--- src/rtl/lmtc_pkg.sv ---
`timescale 1ns / 1ps
// ----------------------------------------------------------------------------
// lmtc_pkg
// Types and fixed constants of the LCD mode timing controller.
// ----------------------------------------------------------------------------
package lmtc_pkg;

  localparam int ACC_W  = 10;  // cycle accumulator
  localparam int TICK_W = 6;   // tick cycle count
  localparam int LINE_W = 8;   // line counter

  // Smallest mode limit that the timing parameters may take
  localparam int MIN_LIMIT = 64;

  localparam logic [LINE_W-1:0] FIRST_BLANK_LINE = 8'd144;
  localparam logic [LINE_W-1:0] LINES_PER_FRAME  = 8'd154;

  typedef enum logic [1:0] {
    MODE_HBLANK   = 2'd0,
    MODE_VBLANK   = 2'd1,
    MODE_OAM      = 2'd2,
    MODE_TRANSFER = 2'd3
  } mode_t;

  // Register indexes on the configuration port
  localparam logic [2:0] REG_LINE_COMPARE = 3'd0;
  localparam logic [2:0] REG_COIN_IRQ_EN  = 3'd1;
  localparam logic [2:0] REG_OAM_IRQ_EN   = 3'd2;
  localparam logic [2:0] REG_HBLANK_IRQ_EN = 3'd3;
  localparam logic [2:0] REG_DISPLAY_EN   = 3'd4;

  typedef struct packed {
    logic              frame_done;
    logic [LINE_W-1:0] finished_line;
    logic              scanline_done;
    logic              stat_irq;
    logic              vblank_irq;
    logic              coincidence;
    logic [LINE_W-1:0] line_number;
    mode_t             mode;
  } result_t;

endpackage

--- src/rtl/lcd_mode_timing_controller.sv ---
`timescale 1ns / 1ps
// ----------------------------------------------------------------------------
// lcd_mode_timing_controller
// Scanline mode sequencer driven by cycle-count ticks, with interrupt pulses.
// ----------------------------------------------------------------------------
// Each tick transfer on the in_ stream adds its cycle count to an accumulator.
// When the accumulator exceeds the limit of the current mode (strictly greater)
// it is folded modulo that limit and the mode advances one step:
// OAM search -> transfer -> H-blank -> OAM search, or V-blank after line 143;
// V-blank lines run until line 153, then the line wraps to 0 and OAM search
// starts again. Every tick yields exactly one result on the out_ stream: the
// mode and line after the tick, the line-compare coincidence seen before the
// tick, the V-blank and STAT interrupt pulses, and the scanline/frame strobes
// (gated by display_enable). The update is one add, a set of constant
// compares for the fold and a mode mux, done combinationally between the state
// registers and the result register: one tick per clock is accepted while the
// result register is empty or out_tready is high, and a result appears in the
// cycle after its tick transfer. A result waiting on a stalled out_ side does
// not block a new tick as long as out_tready takes it in the same cycle.
// Configuration writes go through the APB port and are meant for idle periods.
// ----------------------------------------------------------------------------
module lcd_mode_timing_controller
  import lmtc_pkg::*;
#(
  parameter int HBLANK_CYCLES      = 204,
  parameter int VBLANK_LINE_CYCLES = 456,
  parameter int OAM_CYCLES         = 80,
  parameter int TRANSFER_CYCLES    = 172
) (
  input  logic        clk,
  input  logic        rst_n,

  // tick stream
  input  logic        in_tvalid,
  output logic        in_tready,
  input  logic [7:0]  in_tdata,   // [5:0] tick_cycles, [7:6] zero

  // result stream
  output logic        out_tvalid,
  input  logic        out_tready,
  // [1:0] mode, [9:2] line_number, [10] coincidence, [11] vblank_irq,
  // [12] stat_irq, [13] scanline_done, [21:14] finished_line,
  // [22] frame_done, [23] zero
  output logic [23:0] out_tdata,

  // configuration
  input  logic        cfg_psel,
  input  logic        cfg_penable,
  input  logic        cfg_pwrite,
  input  logic [4:0]  cfg_paddr,
  input  logic [31:0] cfg_pwdata,
  output logic [31:0] cfg_prdata,
  output logic        cfg_pready
);

  // Limits as accumulator-width constants
  localparam logic [ACC_W-1:0] HblankLim   = ACC_W'(HBLANK_CYCLES);
  localparam logic [ACC_W-1:0] VblankLim   = ACC_W'(VBLANK_LINE_CYCLES);
  localparam logic [ACC_W-1:0] OamLim      = ACC_W'(OAM_CYCLES);
  localparam logic [ACC_W-1:0] TransferLim = ACC_W'(TRANSFER_CYCLES);
  // Largest quotient by the smallest limit that fits in the accumulator
  localparam int MaxQuot = ((1 << ACC_W) - 1) / MIN_LIMIT;

  // Remainder of a by a constant limit: the largest multiple of lim that is
  // not above a is found by parallel compares against constants.
  function automatic logic [ACC_W-1:0] fold(input logic [ACC_W-1:0] a,
                                            input int lim);
    logic [ACC_W-1:0] r;
    logic             found;
    r     = a;
    found = 1'b0;
    for (int k = MaxQuot; k >= 1; k--) begin
      if (!found && (int'(a) >= k * lim)) begin
        r     = a - ACC_W'(k * lim);
        found = 1'b1;
      end
    end
    return r;
  endfunction

  // --------------------------------------------------------------------------
  // Configuration registers
  // --------------------------------------------------------------------------
  logic [LINE_W-1:0] line_compare_r;
  logic              coin_irq_en_r;
  logic              oam_irq_en_r;
  logic              hblank_irq_en_r;
  logic              display_en_r;

  logic       cfg_wr;
  logic [2:0] cfg_idx;

  assign cfg_pready = 1'b1;
  assign cfg_wr     = cfg_psel && cfg_penable && cfg_pwrite && cfg_pready;
  assign cfg_idx    = cfg_paddr[4:2];   // byte lanes ignored

  always_ff @(posedge clk) begin
    if (!rst_n) begin
      line_compare_r  <= '0;
      coin_irq_en_r   <= 1'b0;
      oam_irq_en_r    <= 1'b0;
      hblank_irq_en_r <= 1'b0;
      display_en_r    <= 1'b1;
    end else if (cfg_wr) begin
      case (cfg_idx)
        REG_LINE_COMPARE:  line_compare_r  <= cfg_pwdata[LINE_W-1:0];
        REG_COIN_IRQ_EN:   coin_irq_en_r   <= cfg_pwdata[0];
        REG_OAM_IRQ_EN:    oam_irq_en_r    <= cfg_pwdata[0];
        REG_HBLANK_IRQ_EN: hblank_irq_en_r <= cfg_pwdata[0];
        REG_DISPLAY_EN:    display_en_r    <= cfg_pwdata[0];
        default: ;  // unmapped, write dropped
      endcase
    end
  end

  always_comb begin
    case (cfg_idx)
      REG_LINE_COMPARE:  cfg_prdata = {24'd0, line_compare_r};
      REG_COIN_IRQ_EN:   cfg_prdata = {31'd0, coin_irq_en_r};
      REG_OAM_IRQ_EN:    cfg_prdata = {31'd0, oam_irq_en_r};
      REG_HBLANK_IRQ_EN: cfg_prdata = {31'd0, hblank_irq_en_r};
      REG_DISPLAY_EN:    cfg_prdata = {31'd0, display_en_r};
      default:           cfg_prdata = '0;
    endcase
  end

  // --------------------------------------------------------------------------
  // Timing state
  // --------------------------------------------------------------------------
  mode_t             mode_r, mode_nxt;
  logic [ACC_W-1:0]  acc_r, acc_nxt;
  logic [LINE_W-1:0] line_r, line_nxt;

  logic              in_xfer;
  logic [ACC_W-1:0]  acc_sum;
  logic              limit_hit;
  logic [LINE_W-1:0] line_inc;
  logic              coin;
  result_t           res;

  assign in_xfer  = in_tvalid && in_tready;
  assign acc_sum  = acc_r + ACC_W'(in_tdata[TICK_W-1:0]);
  assign line_inc = line_r + 8'd1;
  assign coin     = (line_r == line_compare_r);

  // Limit check of the current mode
  always_comb begin
    case (mode_r)
      MODE_HBLANK: limit_hit = acc_sum > HblankLim;
      MODE_VBLANK: limit_hit = acc_sum > VblankLim;
      MODE_OAM:    limit_hit = acc_sum > OamLim;
      default:     limit_hit = acc_sum > TransferLim;
    endcase
  end

  // Next state
  always_comb begin
    mode_nxt = mode_r;
    line_nxt = line_r;
    acc_nxt  = acc_sum;
    if (limit_hit) begin
      case (mode_r)
        MODE_HBLANK: begin
          acc_nxt  = fold(acc_sum, HBLANK_CYCLES);
          line_nxt = line_inc;
          mode_nxt = (line_inc == FIRST_BLANK_LINE) ? MODE_VBLANK : MODE_OAM;
        end
        MODE_VBLANK: begin
          acc_nxt = fold(acc_sum, VBLANK_LINE_CYCLES);
          if (line_inc == LINES_PER_FRAME) begin
            line_nxt = '0;
            mode_nxt = MODE_OAM;
          end else begin
            line_nxt = line_inc;
          end
        end
        MODE_OAM: begin
          acc_nxt  = fold(acc_sum, OAM_CYCLES);
          mode_nxt = MODE_TRANSFER;
        end
        default: begin
          acc_nxt  = fold(acc_sum, TRANSFER_CYCLES);
          mode_nxt = MODE_HBLANK;
        end
      endcase
    end
  end

  // Result fields: pulses raised by the transition of this tick
  always_comb begin
    res               = '0;
    res.mode          = mode_nxt;
    res.line_number   = line_nxt;
    res.coincidence   = coin;
    if (limit_hit) begin
      case (mode_r)
        MODE_HBLANK: begin
          res.scanline_done = display_en_r;
          res.finished_line = display_en_r ? line_r : '0;
          if (line_inc == FIRST_BLANK_LINE) begin
            res.vblank_irq = 1'b1;
          end else begin
            res.stat_irq = oam_irq_en_r;
          end
        end
        MODE_VBLANK: begin
          if (line_inc == LINES_PER_FRAME) begin
            res.frame_done = display_en_r;
            res.stat_irq   = oam_irq_en_r;
          end
        end
        MODE_OAM: ;  // entering transfer raises nothing
        default: begin
          res.stat_irq = (coin_irq_en_r && coin) || hblank_irq_en_r;
        end
      endcase
    end
  end

  always_ff @(posedge clk) begin
    if (!rst_n) begin
      mode_r <= MODE_OAM;
      acc_r  <= '0;
      line_r <= '0;
    end else if (in_xfer) begin
      mode_r <= mode_nxt;
      acc_r  <= acc_nxt;
      line_r <= line_nxt;
    end
  end

  // --------------------------------------------------------------------------
  // Result register
  // --------------------------------------------------------------------------
  logic    out_valid_r;
  result_t out_res_r;

  assign in_tready = !out_valid_r || out_tready;

  always_ff @(posedge clk) begin
    if (!rst_n) begin
      out_valid_r <= 1'b0;
    end else if (in_tready) begin
      out_valid_r <= in_tvalid;
    end
  end

  always_ff @(posedge clk) begin
    if (in_xfer) begin
      out_res_r <= res;
    end
  end

  assign out_tvalid = out_valid_r;
  assign out_tdata  = {1'b0, out_res_r};

  // --------------------------------------------------------------------------
  // Assertions
  // --------------------------------------------------------------------------
  a_line_range: assert property (@(posedge clk) disable iff (!rst_n)
    line_r < LINES_PER_FRAME)
    else $error("line counter beyond last line");

  a_blank_lines: assert property (@(posedge clk) disable iff (!rst_n)
    (mode_r == MODE_VBLANK) |-> (line_r >= FIRST_BLANK_LINE))
    else $error("vblank mode on a visible line");

  a_vblank_entry: assert property (@(posedge clk) disable iff (!rst_n)
    (out_valid_r && out_res_r.vblank_irq) |->
      (out_res_r.mode == MODE_VBLANK && out_res_r.line_number == FIRST_BLANK_LINE))
    else $error("vblank pulse without entry to vblank");

  a_frame_wrap: assert property (@(posedge clk) disable iff (!rst_n)
    (out_valid_r && out_res_r.frame_done) |->
      (out_res_r.mode == MODE_OAM && out_res_r.line_number == '0))
    else $error("frame strobe without line wrap");

  a_result_follows: assert property (@(posedge clk) disable iff (!rst_n)
    in_xfer |=> out_valid_r)
    else $error("accepted tick produced no result");

endmodule

--- config.mk ---
export PLATFORM = sky130hd
export DESIGN_NAME = lcd_mode_timing_controller
export DESIGN_NICKNAME = d
export VERILOG_FILES = /design/src/rtl/lmtc_pkg.sv /design/src/rtl/lcd_mode_timing_controller.sv
export SDC_FILE = /design/constraint.sdc
export NUM_CORES = 1
export LEC_CHECK = 0
export BUFFER_PORTS_ARGS = -buffer_cell sky130_fd_sc_hd__buf_2
export CAP_MARGIN = 5
export CELL_PAD_IN_SITES_DETAIL_PLACEMENT = 1
export CELL_PAD_IN_SITES_GLOBAL_PLACEMENT = 1
export CORE_ASPECT_RATIO = 1.5
export CORE_MARGIN = 2
export CORE_UTILIZATION = 40
export CTS_BUF_LIST = sky130_fd_sc_hd__clkbuf_8
export DETAILED_ROUTE_END_ITERATION = 8
export GPL_ROUTABILITY_DRIVEN = 0
export GPL_TIMING_DRIVEN = 0
export PLACE_DENSITY = 0.79
export SKIP_LAST_GASP = 1
export SYNTH_ARGS = -nofsm -noshare
export SYNTH_HDL_FRONTEND = slang
export SYNTH_SLANG_ARGS = --single-unit
--- constraint.sdc ---
create_clock -name clk -period 10.4 [get_ports clk]
set_input_delay 1.04 -clock clk [delete_from_list [all_inputs] [get_ports clk]]
set_output_delay 1.04 -clock clk [all_outputs]
set_load 0.05 [all_outputs]
==> Yosys cells after proc, flatten, opt, wreduce, memory -nomap -nowiden <==
Index checks and enable logic that the tools add are counted.
{ "classes": {"addsub": 26, "n_lt_le_gt_ge": 28, "eq_ne": 9, "n_mux": 99, "n_reduce_logical": 58} }
{ "op_table": {"columns": ["cell", "count"], "rows": [
  ["two-way mux 10 bit", 25],
  ["greater-or-equal comparator 10 bit (second input constant)", 13],
  ["subtractor 10 bit (second input constant)", 13],
  ["two-way mux 1 bit", 63],
  ["greater-or-equal comparator 10 x 9 -> 1 bit (second input constant)", 6],
  ["subtractor 10 x 9 -> 10 bit (second input constant)", 6],
  ["greater-or-equal comparator 10 x 8 -> 1 bit (second input constant)", 4],
  ["one-hot mux 8 bit (5 select lines)", 1],
  ["subtractor 10 x 8 -> 10 bit (second input constant)", 4],
  ["one-hot mux 10 bit (3 select lines)", 1],
  ["logical AND 1 bit", 24],
  ["logical NOT 1 bit", 21],
  ["> comparator 10 x 8 -> 1 bit (second input constant)", 2],
  ["== test 8 bit (second input constant)", 2],
  ["two-way mux 8 bit", 2],
  ["one-hot mux 8 bit (2 select lines)", 1],
  ["AND reduction 2 bit", 6],
  ["adder 10 x 6 -> 10 bit", 1],
  ["greater-or-equal comparator 10 x 7 -> 1 bit (second input constant)", 1],
  ["> comparator 10 x 7 -> 1 bit (second input constant)", 1],
  ["> comparator 10 x 9 -> 1 bit (second input constant)", 1],
  ["subtractor 10 x 7 -> 10 bit (second input constant)", 1],
  ["adder 8 x 1 -> 8 bit (second input constant)", 1],
  ["== test 8 bit", 1],
  ["13 further kinds", 19]
]} }
{ "totals": {"register_bits": 56, "input_bits": 52, "output_inout_bits": 59, "elab_cells": 237} }

==> Longest topological paths before layout <==
{ "depth": {"ltp_word": 60, "depth_mapped": 21, "ltp_nobuf": 17} }

==> Worst setup path after synthesis <==
No wires, ideal clock.
{ "synth_path": {"path_kind": "input-to-reg", "start": "input port in_tdata[0]", "end": "register acc_r[5]", "setup_time_ns": 0.122, "arrival_time_ns": 5.221, "t_required_ns": 10.278, "setup_slack_ns": 5.057, "stages": 18, "n_path_buf": 2, "path_cell_list": "ha_1 fa_1 a211o_1 nand3_1 and2_1 clkbuf_1 ha_1 clkbuf_1 a21bo_2 nor3_1 a311oi_1 o211ai_2 and2_4 a221o_1 a22o_1 a211oi_2 a31oi_1 a311o_1"} }
{ "synth_between": {"elab_chain_cells": 60, "word_cells_on_any_way": 180, "classes_between": "25 x add/sub; 28 x order compare; 87 x mux; 40 x reduce/logical"} }
{ "synth_lines": {"columns": ["element", "line", "source"], "rows": [
  ["start: declaration", "lcd_mode_timing_controller.sv:36", "input logic [7:0] in_tdata,"],
  ["adder 10 x 6 -> 10 bit (*)", "lcd_mode_timing_controller.sv:142", "assign acc_sum = acc_r + ACC_W'(in_tdata[TICK_W-1:0]);"],
  ["greater-or-equal comparator 10 bit", "lcd_mode_timing_controller.sv:73", "if (!found && (int'(a) >= k * lim)) begin"],
  ["two-way mux 1 bit", "lcd_mode_timing_controller.sv:73", null],
  ["two-way mux 1 bit", "lcd_mode_timing_controller.sv:162", "case (mode_r)"],
  ["two-way mux 1 bit", "lcd_mode_timing_controller.sv:161", "if (limit_hit) begin"],
  ["logical NOT 1 bit", "lcd_mode_timing_controller.sv:73", null],
  ["logical AND 1 bit", "lcd_mode_timing_controller.sv:73", null],
  ["two-way mux 1 bit", "lcd_mode_timing_controller.sv:73", null],
  ["[... 44 more ...]", null, null],
  ["two-way mux 1 bit", "lcd_mode_timing_controller.sv:73", null],
  ["two-way mux 1 bit", "lcd_mode_timing_controller.sv:162", null],
  ["two-way mux 1 bit", "lcd_mode_timing_controller.sv:161", null],
  ["logical NOT 1 bit", "lcd_mode_timing_controller.sv:73", null],
  ["logical AND 1 bit", "lcd_mode_timing_controller.sv:73", null],
  ["two-way mux 10 bit", "lcd_mode_timing_controller.sv:73", null],
  ["one-hot mux 10 bit (3 select lines)", "lcd_mode_timing_controller.sv:162", null],
  ["two-way mux 10 bit (*)", "lcd_mode_timing_controller.sv:161", null],
  ["end signal: assignment", "lcd_mode_timing_controller.sv:227", "acc_r <= acc_nxt;"],
  ["end: declaration", "lcd_mode_timing_controller.sv:131", "logic [ACC_W-1:0] acc_r, acc_nxt;"]
]} }
Mark *: on every way between the ends. The rest lies on a longest branch, timed or not. The select of a mux whose other input is x is not followed.
A chain may end at the register's enable or synchronous reset.

==> Worst setup path after layout <==
{ "layout_path": {"start": "input port in_tdata[0]", "end": "register acc_r[8]"} }
Same word-level chain as after synthesis.

==> run summary <==
CTS Sinks - 56
CTS tree - built
CP Launch Point - in_tdata[0]
TritonCTS Buffers - 5
Finished Core Util - 44.9%
Rel. slew slack - 22.4%
placed cells - 1214
DP Worst Slack - 3.10 ns
clock buffer depth - 2
Worst setup SP type - primary input
Distinct cells, synth - 101
area share of the largest cell type after synthesis - 9.81%
Clk pwr share - 4.4%
peak supply drop - 0.172 mV
max-cap viol count - 0
hpwl dp - 24.4 mm
root buffer cell - clkbuf_8
largest net degree at the start of global routing - 33
ys flop type - dfxtp_1
metal3 WL - 2.17 mm
most frequent cell after synthesis - nand2_1
FF-to-FF End - acc_r[8]
DRT Wirelength - 31.8 mm
Peak Freq - 134 MHz
vias per cell - 6.64
GRT overflow - 0
Pins Over Slew Limit - 0
met1 wire length - 11.1 mm
synth-to-layout area growth - 10.2%
# setup viols final - 0
H-tree levels - 2
share of power burned in registers - 9.8%
cells after synthesis - 922
Worst-Skew Late Latency - 0.33 ns
Net Sw Frac - 63.2%
Critical Path RT - 10.61 ns
status - finished, final reports clean
FF-to-FF Start - acc_r[3]
asr flop ratio synth - 0%
Internal Power - 1.02 mW
combinational cell fraction of total power - 85.7%
kind of critical path - primary input to register
post-route DRC violation count - 0
crit path time final - 7.47 ns
fin cells - 1222
Mapped Area - 7040 um^2
FILL cells - 2226
Ports - 111
HP Class - register to register
Tcrit/Tclk final - 71.8%
YS warnings - 0
post-CTS setup buffer count - 0
Hold Buf Count CTS - 0
worst-path fanout max - 13
final hold vios - 0
routed wl met2 - 15.7 mm
post_cts resized - 0
critical path's top delay family - compound AO/OA/AOI/OAI gates
final setup TNS - 0 ns
Initial Util - 40.8%
Post-synth EDFFs - 23
n_diodes - 0
1st-pass router iterations - 8
FP Rows - 59
worst hold start - acc_r[0]
initial antenna violation count - 0
Setup WS post-layout - 2.93 ns
vias in the first global route - 8182
mean routed wirelength per cell - 26.0 um
RSZ-0062 raised after global routing - no
critical path capture point type - register
clk slew on worst S/H paths - 0.10 ns
die area - 18700 um^2
Worst Reg-to-Reg Cells - 17
switching power - 1.76 mW
CP arrival - 7.68 ns
register area share after synthesis - 19.2%
DIE WIDTH - 112 um
Critical Path, Cell by Cell - buf_2, ha_1, fa_1, a211oi_1, o21a_2, xnor2_1, clkbuf_1, ha_1, clkbuf_1, clkinv_1, a31oi_1, nor2_1, nand2_1, o22ai_1, a211oi_1, o2111ai_1, a221oi_1, o21ai_0
# port buffers - 55
worst reg2reg setup slack - 3.36 ns
actual slew at the worst max-slew pin - 1.16 ns
Critical Path Stages - 18
Synth area leaders - edfxtp_1 9.8%, dfxtp_1 9.4%, ha_1 6.4%
pwr/cell area - 359 nW/um^2
vias post-DR - 8117
crit path capture - acc_r[8]
antenna viol nets, final - 0
Synth top cells by count - 102 x nand2_1, 59 x a21oi_1, 59 x o21ai_0
GR Util All Layers - 33.1%
Yosys reg bits - 56
Die Span Y - 166 um
top routing layer used - met4
clk_skew - 0.0207 ns
Post-layout nets - 1097
syn_area_per_cell - 7.63 um^2
Critical Path Max Stage Delay - 1.04 ns
first-pass GRT wire length - 48.3 mm
critical path buffer and inverter count - 4
largest area contributor in the netlist - edfxtp_1
Lkg Pwr - 3.03 nW
core area - 17300 um^2
CP max stage cell - a31oi_1
share of cells above drive strength 1 - 16.0%
drt initial violations - 908
[power by group through the flow]
stage | clock (mW) | sequential (mW) | combinational [mW]
floorplan | 0 | 0.300 | 1.52
global route | 0.132 | 0.275 | 2.49
detailed placement | 0 | 0.279 | 2.24
global placement | 0 | 0.278 | 2.22
CTS | 0.124 | 0.274 | 2.25
finish | 0.123 | 0.274 | 2.39
[cells in the final DEF (no fill, tap or decap), types with 8 or more instances in the layout]
master / n
nand2_1: 102
a31oi_1: 17
inv_1: 22
nor2b_1: 18
mux2i_1: 16
a211oi_1: 8
nor3_1: 19
clkbuf_1: 41
edfxtp_1: 23
a21oi_1: 59
nand4_1: 12
o22ai_1: 10
dfxtp_1: 33
o211ai_1: 12
ha_1: 36
and3_1: 17
buf_4: 30
o221ai_1: 8
nand2b_1: 9
o21ai_0: 59
conb_1: 26
nand3_1: 37
xnor2_1: 37
buf_2: 70
nor2_1: 48
a221oi_1: 11
o31ai_1: 9
and2_1: 24
a21boi_0: 9
o2111ai_1: 12
[how the worst min path moves through the flow]
stage | endpoint | slack (ns) | cells after the start
global route | acc_r[0] | 0.52 | 2
detailed placement | acc_r[0] | 0.48 | 2
finish | acc_r[0] | 0.49 | 2
floorplan | acc_r[0] | 0.45 | 2
global placement | acc_r[0] | 0.47 | 2
CTS | acc_r[0] | 0.49 | 2
[routing by layer]
| metal | track usage (%) | vias up |
|---|---|---|
| li1 | - | 3577 |
| met1 | 35.3 | 3891 |
| met2 | 59.0 | 481 |
| met3 | 4.48 | 168 |
| met4 | 23.9 | 0 |
| met5 | 0 | - |
[cell type report]
cell class	instances	area [um^2]	share of cell area [%]
Buffer	94	515	6.64
Clock buffer	5	68.8	0.887
Clock inverter	3	17.5	0.226
Tap cell	213	267	3.43
Multi-Input combinational cell	769	5160	66.5
Timing Repair Buffer	55	275	3.55
Sequential cell	56	1350	17.4
Inverter	27	104	1.34
[flip-flops by register name, indices dropped and copies added, names as in the netlist]
register         flops
mode_r               2
oam_irq_en_r         1
acc_r               10
display_en_r         1
line_r               8
coin_irq_en_r        1
line_compare_r       8
out_tvalid           1
hblank_irq_en_r      1
out_tdata           23
[logic make-up (layout without fill, tap and decap cells)]
kind of cell               after synthesis  in the layout  share of synthesized area [%]
xor gates and xnor gates                42             42                           5.33
muxes                                   19             19                           2.75
buffers and inverters                  121            184                           8.78
adders and majority gates               37             37                           6.68
DFF                                     56             56                           19.2
AOI/OAI and AO/OA                      312            312                           32.3
and+or+nand+nor                        333            333                           24.8
other                                    2             26                          0.107
[worst min-delay path: stages, from the launching register on]
cell	delay (ns)
dfxtp_1	0.32
nand2_1	0.05
a21boi_0	0.07
[per-stage QoR]
step / cell area, um^2 / power [mW] / hold WS, ns
after global routing: 7760 / 2.89 / 0.523
after floorplan: 7130 / 1.82 / 0.447
after global placement: 7670 / 2.50 / 0.465
final: 7760 / 2.78 / 0.487
after CTS: 7760 / 2.65 / 0.488
after detailed placement: 7670 / 2.52 / 0.476
Power figures use the tool's default switching activity.
